### src/toq_pkg.sv
// ----------------------------------------------------------------------------
// toq_pkg
// Types and codes shared by the time-ordered task queue and its cells.
// ----------------------------------------------------------------------------
package toq_pkg;

  localparam int unsigned HourW = 5;
  localparam int unsigned MinW  = 6;
  localparam int unsigned InfoW = 2;
  localparam int unsigned RefW  = 16;
  localparam int unsigned KeyW  = HourW + MinW;

  typedef enum logic {
    ACT_INSERT = 1'b0,
    ACT_POP    = 1'b1
  } action_e;

  typedef enum logic [1:0] {
    ST_OK    = 2'd0,
    ST_EMPTY = 2'd1,
    ST_FULL  = 2'd2
  } status_e;

  typedef struct packed {
    logic [HourW-1:0] hour;
    logic [MinW-1:0]  minute;
    logic [InfoW-1:0] info;
    logic [RefW-1:0]  ref_val;
  } slot_t;

  typedef struct packed {
    action_e          action;
    logic [HourW-1:0] task_hour;
    logic [MinW-1:0]  task_minute;
    logic [InfoW-1:0] task_info;
    logic [RefW-1:0]  command_ref;
  } in_item_t;

  typedef struct packed {
    logic             pop_valid;
    logic [HourW-1:0] out_hour;
    logic [MinW-1:0]  out_minute;
    logic [InfoW-1:0] out_info;
    logic [RefW-1:0]  out_command_ref;
    status_e          status;
    logic [4:0]       entry_count;
  } out_item_t;

  // per-transfer command broadcast to every cell
  typedef struct packed {
    logic ins;
    logic pop;
  } cell_ctrl_t;

  function automatic logic [KeyW-1:0] time_key(input slot_t s);
    return {s.hour, s.minute};
  endfunction

endpackage

### src/toq_cell.sv
// ----------------------------------------------------------------------------
// toq_cell
// One queue slot: compares its time with the new task and takes the new
// task, its left neighbor's slot, its right neighbor's slot, or holds.
// ----------------------------------------------------------------------------
module toq_cell import toq_pkg::*; (
  input  logic       clk_i,
  input  cell_ctrl_t ctrl_i,
  input  slot_t      new_i,
  input  slot_t      left_i,
  input  slot_t      right_i,
  input  logic       occ_i,
  input  logic       left_gt_i,
  output logic       gt_o,
  output slot_t      slot_o
);

  slot_t slot_q, slot_d;

  // empty slots count as later than any task, so the insert point is the
  // first slot that is empty or strictly later
  assign gt_o = !occ_i || (time_key(slot_q) > time_key(new_i));

  always_comb begin
    slot_d = slot_q;
    if (ctrl_i.ins) begin
      if (left_gt_i) begin
        slot_d = left_i;
      end else if (gt_o) begin
        slot_d = new_i;
      end
    end else if (ctrl_i.pop) begin
      slot_d = right_i;
    end
  end

  always_ff @(posedge clk_i) begin
    slot_q <= slot_d;
  end

  assign slot_o = slot_q;

endmodule

### src/time_ordered_task_queue_unit.sv
// ----------------------------------------------------------------------------
// time_ordered_task_queue_unit
// Bounded task list kept in time-of-day order by a row of shifting cells.
// ----------------------------------------------------------------------------
//  channel | direction | handshake              | payload
//  in      | input     | in_valid_i / in_ready_o   | in_data_i  (in_item_t)
//  out     | output    | out_valid_o / out_ready_i | out_data_o (out_item_t)
//
//  all cells compare against the new task in parallel and shift right
//  (insert, unless full) or left (pop, unless empty) in the same edge; the
//  result lands in the output register in the cycle after the transfer
//  a new item is taken while a result waits only if that result leaves in
//  the same cycle; reset empties the queue, slot contents are not cleared
// ----------------------------------------------------------------------------
module time_ordered_task_queue_unit import toq_pkg::*; #(
  parameter int unsigned QUEUE_DEPTH = 16,
  parameter int unsigned REF_WIDTH   = 16
) (
  input  logic      clk_i,
  input  logic      rst_ni,
  input  logic      in_valid_i,
  output logic      in_ready_o,
  input  in_item_t  in_data_i,
  output logic      out_valid_o,
  input  logic      out_ready_i,
  output out_item_t out_data_o
);

  localparam int unsigned CntW = $clog2(QUEUE_DEPTH + 1);
  localparam logic [RefW-1:0] RefMask =
    (REF_WIDTH >= RefW) ? {RefW{1'b1}} : RefW'((64'd1 << REF_WIDTH) - 64'd1);

  logic [CntW-1:0] count_q, count_d;
  logic            out_valid_q;
  out_item_t       out_q, out_d;

  logic       xfer, empty, full;
  cell_ctrl_t ctrl;
  slot_t      new_slot;
  slot_t      slots [QUEUE_DEPTH];
  logic       gts   [QUEUE_DEPTH];

  assign in_ready_o = !out_valid_q || out_ready_i;
  assign xfer       = in_valid_i && in_ready_o;
  assign empty      = (count_q == '0);
  assign full       = (count_q == CntW'(QUEUE_DEPTH));

  assign ctrl.ins = xfer && (in_data_i.action == ACT_INSERT) && !full;
  assign ctrl.pop = xfer && (in_data_i.action == ACT_POP) && !empty;

  assign new_slot.hour    = in_data_i.task_hour;
  assign new_slot.minute  = in_data_i.task_minute;
  assign new_slot.info    = in_data_i.task_info;
  assign new_slot.ref_val = in_data_i.command_ref & RefMask;

  for (genvar i = 0; i < QUEUE_DEPTH; i++) begin : g_cell
    slot_t left_s, right_s;
    logic  left_gt;
    if (i == 0) begin : g_first
      assign left_s  = new_slot;
      assign left_gt = 1'b0;
    end else begin : g_mid
      assign left_s  = slots[i-1];
      assign left_gt = gts[i-1];
    end
    if (i == QUEUE_DEPTH - 1) begin : g_last
      assign right_s = slots[i];
    end else begin : g_inner
      assign right_s = slots[i+1];
    end
    toq_cell u_cell (
      .clk_i     (clk_i),
      .ctrl_i    (ctrl),
      .new_i     (new_slot),
      .left_i    (left_s),
      .right_i   (right_s),
      .occ_i     (CntW'(i) < count_q),
      .left_gt_i (left_gt),
      .gt_o      (gts[i]),
      .slot_o    (slots[i])
    );
  end

  always_comb begin
    count_d = count_q;
    if (ctrl.ins) begin
      count_d = count_q + CntW'(1);
    end else if (ctrl.pop) begin
      count_d = count_q - CntW'(1);
    end
  end

  always_comb begin
    out_d = '0;
    if (ctrl.pop) begin
      out_d.pop_valid       = 1'b1;
      out_d.out_hour        = slots[0].hour;
      out_d.out_minute      = slots[0].minute;
      out_d.out_info        = slots[0].info;
      out_d.out_command_ref = slots[0].ref_val;
    end
    if (in_data_i.action == ACT_POP && empty) begin
      out_d.status = ST_EMPTY;
    end else if (in_data_i.action == ACT_INSERT && full) begin
      out_d.status = ST_FULL;
    end else begin
      out_d.status = ST_OK;
    end
    out_d.entry_count = 5'(count_d);
  end

  always_ff @(posedge clk_i or negedge rst_ni) begin
    if (!rst_ni) begin
      count_q     <= '0;
      out_valid_q <= 1'b0;
    end else begin
      count_q <= count_d;
      if (xfer) begin
        out_valid_q <= 1'b1;
      end else if (out_ready_i) begin
        out_valid_q <= 1'b0;
      end
    end
  end

  always_ff @(posedge clk_i) begin
    if (xfer) begin
      out_q <= out_d;
    end
  end

  assign out_valid_o = out_valid_q;
  assign out_data_o  = out_q;

  a_count_bound: assert property (@(posedge clk_i) disable iff (!rst_ni)
    count_q <= CntW'(QUEUE_DEPTH))
    else $error("entry count above queue depth");

  a_pop_ok: assert property (@(posedge clk_i) disable iff (!rst_ni)
    out_valid_o && out_data_o.pop_valid |-> out_data_o.status == ST_OK)
    else $error("popped task reported with error status");

  a_empty_pop: assert property (@(posedge clk_i) disable iff (!rst_ni)
    xfer && in_data_i.action == ACT_POP && empty
    |=> out_data_o.status == ST_EMPTY && count_q == '0)
    else $error("pop from empty queue not flagged");

  a_ins_count: assert property (@(posedge clk_i) disable iff (!rst_ni)
    ctrl.ins |=> count_q == $past(count_q) + CntW'(1))
    else $error("insert did not grow the queue");

endmodule
### config.mk
export PLATFORM = sky130hd
export DESIGN_NAME = time_ordered_task_queue_unit
export DESIGN_NICKNAME = d
export VERILOG_FILES = /design/src/toq_pkg.sv /design/src/toq_cell.sv /design/src/time_ordered_task_queue_unit.sv
export SDC_FILE = /design/constraint.sdc
export NUM_CORES = 1
export LEC_CHECK = 0
export ABC_AREA = 1
export BUFFER_PORTS_ARGS = -buffer_cell sky130_fd_sc_hd__buf_2
export CELL_PAD_IN_SITES_DETAIL_PLACEMENT = 1
export CELL_PAD_IN_SITES_GLOBAL_PLACEMENT = 1
export CORE_MARGIN = 4
export CORE_UTILIZATION = 48
export DETAILED_ROUTE_END_ITERATION = 10
export PLACE_DENSITY_LB_ADDON = 0.1
export SLEW_MARGIN = 25
export SYNTH_ARGS = -nofsm -noshare
export SYNTH_HDL_FRONTEND = slang
export SYNTH_SLANG_ARGS = --single-unit
### constraint.sdc
create_clock -name clk_i -period 4.15 [get_ports clk_i]
set_input_delay 1.245 -clock clk_i [delete_from_list [all_inputs] [get_ports clk_i]]
set_output_delay 1.245 -clock clk_i [all_outputs]
set_load 0.05 [all_outputs]
==> Word-level counts from Yosys, hierarchy flattened <==
Index checks and enable logic that the tools add are counted.
{ "totals": {"out_inout_bits": 39, "elab_cells": 254, "reg_bits": 507} }
{ "classes": {"eq_ne": 16, "bitwise_logic": 1, "mux": 67, "n_lt_le_gt_ge": 32, "n_reduce_logical": 63, "addsub": 2} }
{ "ops": {"columns": ["cell", "count"], "rows": [
  ["29-bit 2-to-1 mux", 61],
  ["11-bit > comparator", 16],
  ["3-bit by 1-bit inequality test with 1-bit output, second input constant", 14],
  ["4-bit by 5-bit < comparator with 1-bit output, first input constant", 8],
  ["2-bit AND reduction", 16],
  ["30-bit 2-to-1 mux", 1],
  ["3-bit by 5-bit < comparator with 1-bit output, first input constant", 4],
  ["1-bit logical NOT", 19],
  ["1-bit logical OR", 17],
  ["1-bit by 5-bit < comparator with 1-bit output, first input constant", 2],
  ["2-bit by 5-bit < comparator with 1-bit output, first input constant", 2],
  ["5-bit 2-to-1 mux", 2],
  ["1-bit logical AND", 7],
  ["2-bit nonzero test", 3],
  ["5-bit by 1-bit adder with 5-bit output, second input constant", 1],
  ["5-bit == test, second input constant", 1],
  ["5-bit logical NOT", 1],
  ["5-bit by 1-bit subtractor with 5-bit output, second input constant", 1],
  ["1-bit 2-to-1 mux", 2],
  ["2-bit 2-to-1 mux", 1],
  ["2-bit by 1-bit inequality test with 1-bit output, second input constant", 1],
  ["1-bit inverter", 1]
]} }

==> Logic depth before layout (Yosys ltp) <==
{ "depth": {"depth_word": 7, "depth_mapped": 15, "depth_no_buf": 13} }

==> Hierarchy <==
From an unflattened synthesis, not the netlist that was laid out.
{ "unflattened": {"cells_unflattened": 3731, "hier_area_um2": 30759.5} }
{ "modules_own_cells": {"columns": ["mod", "area_each_um2", "seq_area_each_um2", "cells_each", "n_inst"], "rows": [
  ["toq_cell (g_cell[0].u_cell ...)", 1799.2, 870.8, 220, 12],
  ["toq_cell (g_cell[6].u_cell ...)", 1806.7, 870.8, 224, 4],
  ["time_ordered_task_queue_unit", 1941.9, 1261.2, 195, 1]
]} }

==> Least setup slack after synthesis <==
No wires, ideal clock.
{ "synth_timing": {"kind": "input to register", "from": "input port out_ready_i", "to": "register g_cell[5].u_cell.slot_q (netlist bit g_cell[5].u_cell.slot_o[0]), enable pin", "n_path_buf": 0, "arrival_ps": 4023, "path_slack_ps": -264, "stages": 10, "cell_sequence": "inv_1 -> nand2_1 -> nand2_1 -> inv_1 -> nand2_1 -> nor2_2 -> inv_2 -> nand2_2 -> nand2_1 -> nand3_1"} }
{ "synth_lines": {"columns": ["element", "line_no", "text"], "rows": [
  ["start: declaration", "time_ordered_task_queue_unit.sv:25", "input logic out_ready_i,"],
  ["end signal: assignment", "toq_cell.sv:38", "slot_q <= slot_d;"],
  ["end: declaration", "toq_cell.sv:18", "slot_t slot_q, slot_d;"]
]} }

==> Worst setup path after layout <==
{ "layout_timing": {"from": "input port in_data_i[24] in the netlist's numbering", "to": "register g_cell[8].u_cell.slot_q (netlist bit g_cell[8].u_cell.slot_o[6]), enable pin"} }
{ "layout_via": {"elab_chain_cells": 4} }
{ "layout_rtl": {"columns": ["element", "line_no", "text"], "rows": [
  ["start: declaration", "time_ordered_task_queue_unit.sv:23", "input in_item_t in_data_i,"],
  ["11-bit > comparator", "toq_cell.sv:22", "assign gt_o = !occ_i || (time_key(slot_q) > time_key(new_i));"],
  ["1-bit logical OR", "toq_cell.sv:22", null],
  ["3-bit by 1-bit inequality test with 1-bit output (no source line) *", null, null],
  ["2-bit AND reduction (no source line) *", null, null],
  ["end signal: assignment", "toq_cell.sv:38", null],
  ["end: declaration", "toq_cell.sv:18", null]
]} }
Mark *: on every way between the ends. The rest lies on a longest branch, timed or not.
A chain may end at the register's enable or synchronous reset.

==> run summary <==
CP Launch Type: input port
Share of total power in combinational logic: 0.429
GRT Overall Usage: 0.330
R2R Setup Slk: 1.02 ns
Worst-case clock buffer depth: 3
Number of nets in the synthesized netlist: 4411
Utilization of the core after routing: 0.539
Cell internal pwr: 14.9 mW
Final standard cell area without fillers: 35700 um2
Vertical die dimension: 267 um
Worst Path Arrival: 3.67 ns
Vias per inst: 5.76
Setup repair after global routing missed its margin: no
Hold_buf cts: 0
Num rows: 94
Count of pins over their slew limit: 0
Max-Slew Margin vs Limit: 0.280
Number of port buffers: 72
MaxCap Viol Count: 0
Residual antenna-violating net count after detailed routing: 0
Fraction of final layout cells sized beyond drive strength 1: 0.0729
Post-layout total power: 26.9 mW
Origin of the critical flop-to-flop path: count_q[0]$_DFF_PN0_
Classification of the worst setup path: in -> reg
Pin count of the biggest net entering global routing: 130
Switching fraction of total power: 0.446
Peak ir drop on the vdd network: 0.375 mV
Summed instance area of the synthesized netlist: 32200 um2
Vias: 29400
Post-layout minimum cycle time: 3.39 ns
Power density cells: 753 nW/um2
Placed Area: 33700 um2
Share of the cycle needed by the critical path after routing: 0.817
Die outline area: 71400 um2
Slew of the pin with the lowest slew margin: 1.08 ns
I/O pins: 73
HPWL Detailed: 81.1 mm
Length of the first detailed-routing pass in iterations: 5
Type of the most critical hold path: in -> async
Number of buffers added by the clock tree synthesis step: 58
Pre-CTS WS: 0.168 ns
Net switching power: 12.0 mW
Post-detailed-routing wire length: 118 mm
Number of gates given a new drive strength after cts: 0
Starting utilization of the core area: 0.487
Synth warnings: 0
Buffer count from post-CTS setup fixing: 0
Nets: 4405
Portion of the post-synthesis area used by sequential elements: 0.471
Overflow left after global routing: 0
Run status: finished clean
Cells on worst reg2reg path: 8
Clock root buffer: sky130_fd_sc_hd__clkbuf_16
Timing endpoint of the critical path: g_cell[8].u_cell.slot_o[6]$_DFFE_PP_
Initial antenna violation count: 0
# clock sinks: 507
Filler cell count in the final layout: 8224
Highest net fanout along the worst path: 29
Clock transition at the registers of the reported paths: 0.06 ns
Gate count of the mapped netlist: 4198
Endpoint type of the worst setup path: flop
Layout overhead on the synthesized area: 10.7%
Count of antenna diodes in the layout: 0
Die span in x: 267 um
DR iter-0 viols: 2663
Post-route worst setup slack: 0.759 ns
Worst setup path start: in_data_i[24]
Multi-input gate area in the final layout: 13700 um2
Worst reg2reg endpoint: g_cell[10].u_cell.slot_o[0]$_DFFE_PP_
Count of unique library cells instantiated by Yosys: 33
Area of the placeable core: 66200 um2
Register share of total power: 0.372
Number of register bits inferred by synthesis: 507
Clock network power share: 0.199
Number of DRC violations after detailed routing: 0
Wire length of the first global-routing pass: 181 mm
Number of endpoints with negative hold slack in the final report: 0
Number of levels in the clock H-tree: 2
Achievable frequency: 295 MHz
Post-Synthesis Mean Instance Area: 7.68 um2
Leak: 18.0 nW
Placer Congestion: 0.884
Number of global-route vias before repair: 30800
Footprint of the flip-flops and latches: 15200 um2
CTS tree: built
Worst Clk Skew: 0.0262 ns
Worst EP required: 4.43 ns
Final setup violation count: 0
Clock latency on the worst-skew pair: 0.64 ns
Routed len/inst: 23.2 um
[layout by cell type (no fill, tap or decap), types with 13 or more instances in the layout]
cell and instances:
sky130_fd_sc_hd__o21ai_0 64, sky130_fd_sc_hd__buf_4 102, sky130_fd_sc_hd__clkinv_1 20, sky130_fd_sc_hd__ha_1 179
sky130_fd_sc_hd__buf_2 72, sky130_fd_sc_hd__clkbuf_16 61, sky130_fd_sc_hd__nand4_1 17, sky130_fd_sc_hd__nor2_1 55
sky130_fd_sc_hd__nand2_1 1598, sky130_fd_sc_hd__edfxtp_1 501, sky130_fd_sc_hd__inv_1 556, sky130_fd_sc_hd__clkinv_2 14
sky130_fd_sc_hd__nand3b_1 13, sky130_fd_sc_hd__nand3_1 844, sky130_fd_sc_hd__buf_12 23, sky130_fd_sc_hd__a21oi_1 51
[routing by layer]
metal / vias up / track usage / wire length [um]
met5: - / 0 / 0
met4: 0 / 0.147 / 5940
met3: 305 / 0.0444 / 6930
met2: 978 / 0.583 / 59300
met1: 14600 / 0.403 / 46300
li1: 13600 / - / -
[through the flow]
step           hold slack, ns  setup TNS (ns)  std cells
2_1_floorplan           0.495          -61.12       4198
3_3_place_gp            0.501               0       4996
3_5_place_dp            0.518               0       4996
4_1_cts                 0.409               0       5105
5_1_grt                 0.422               0       5105
6_report                0.432               0       5105
[worst min path at each step]
stage	depth (start not counted)	endpoint	slack, ns	start
detailed placement	2	g_cell[14].u_cell.slot_o[12]$_DFFE_PP_	0.52	g_cell[15].u_cell.slot_o[12]$_DFFE_PP_
finish	1	count_q[4]$_DFF_PN0_	0.43	rst_ni
floorplan	2	g_cell[14].u_cell.slot_o[0]$_DFFE_PP_	0.49	g_cell[15].u_cell.slot_o[0]$_DFFE_PP_
global route	1	count_q[3]$_DFF_PN0_	0.42	rst_ni
CTS	1	count_q[3]$_DFF_PN0_	0.41	rst_ni
global placement	2	g_cell[14].u_cell.slot_o[16]$_DFFE_PP_	0.50	g_cell[15].u_cell.slot_o[16]$_DFFE_PP_
[registers in the layout (all words and copies together) (netlist names)]
signal                cells
g_cell.u_cell.slot_o    464
out_data_o               37
count_q                   5
out_valid_o               1
[synthesized netlist by cell type, drive strengths merged]
library cell | n | area [um2]
nand2 | 1603 | 6020
nand3 | 844 | 4220
inv | 562 | 2110
edfxtp | 501 | 15000
ha | 179 | 2240
buf | 144 | 753
clkbuf | 119 | 447
o21ai | 68 | 348
nor2 | 58 | 230
a21oi | 51 | 255
nand4 | 17 | 106
nand3b | 13 | 97.6
clkinv | 10 | 37.5
and3 | 8 | 50.1
dfrtp | 6 | 150
o21a | 3 | 22.5
xor2 | 3 | 26.3
a31oi | 2 | 25.0
o31ai | 2 | 15.0
a21o | 1 | 7.51
and2 | 1 | 6.26
nor3 | 1 | 5.00
nor3b | 1 | 7.51
o221ai | 1 | 8.76
[area by class of cell]
| type | instances | area share |
|---|---|---|
| Clock inverter | 32 | 0.00768 |
| Tap cell | 864 | 0.0303 |
| Timing Repair Buffer | 197 | 0.0445 |
| Inverter | 572 | 0.0605 |
| Clock buffer | 77 | 0.0467 |
| Multi-Input combinational cell | 2856 | 0.385 |
| Sequential cell | 507 | 0.426 |
[cells by family after synthesis]
family | synth area share
XOR/XNOR | 0.000815
flip-flops | 0.471
AND/OR/NAND/NOR | 0.333
adder cells (fa/ha/maj) | 0.0695
buffers and inverters | 0.104
AO/OA/AOI/OAI | 0.0212
[worst max-delay path, cell delays in order]
cell and delay (ns):
sky130_fd_sc_hd__buf_2 0.12, sky130_fd_sc_hd__clkinv_1 0.23, sky130_fd_sc_hd__buf_4 0.33, sky130_fd_sc_hd__ha_1 0.36, sky130_fd_sc_hd__nand2_1 0.05, sky130_fd_sc_hd__inv_1 0.06, sky130_fd_sc_hd__nand2_1 0.05, sky130_fd_sc_hd__nor2_1 0.12
sky130_fd_sc_hd__nand2_1 0.07, sky130_fd_sc_hd__nand3_1 0.06, sky130_fd_sc_hd__nand2_1 0.09, sky130_fd_sc_hd__nand2_1 0.10, sky130_fd_sc_hd__nand2_1 0.17, sky130_fd_sc_hd__nand3_1 0.17, sky130_fd_sc_hd__buf_4 0.39
[power by group through the flow]
stage	sequential, mW	combinational, mW	clock, mW
after floorplan	9.33	7.77	0
after global placement	10.0	10.9	0
after detailed placement	10.1	11.4	0
after CTS	9.98	11.5	5.40
final	10.0	11.5	5.34
after global routing	10.1	12.9	5.61
No activity file was read; power rests on OpenSTA's default activity.
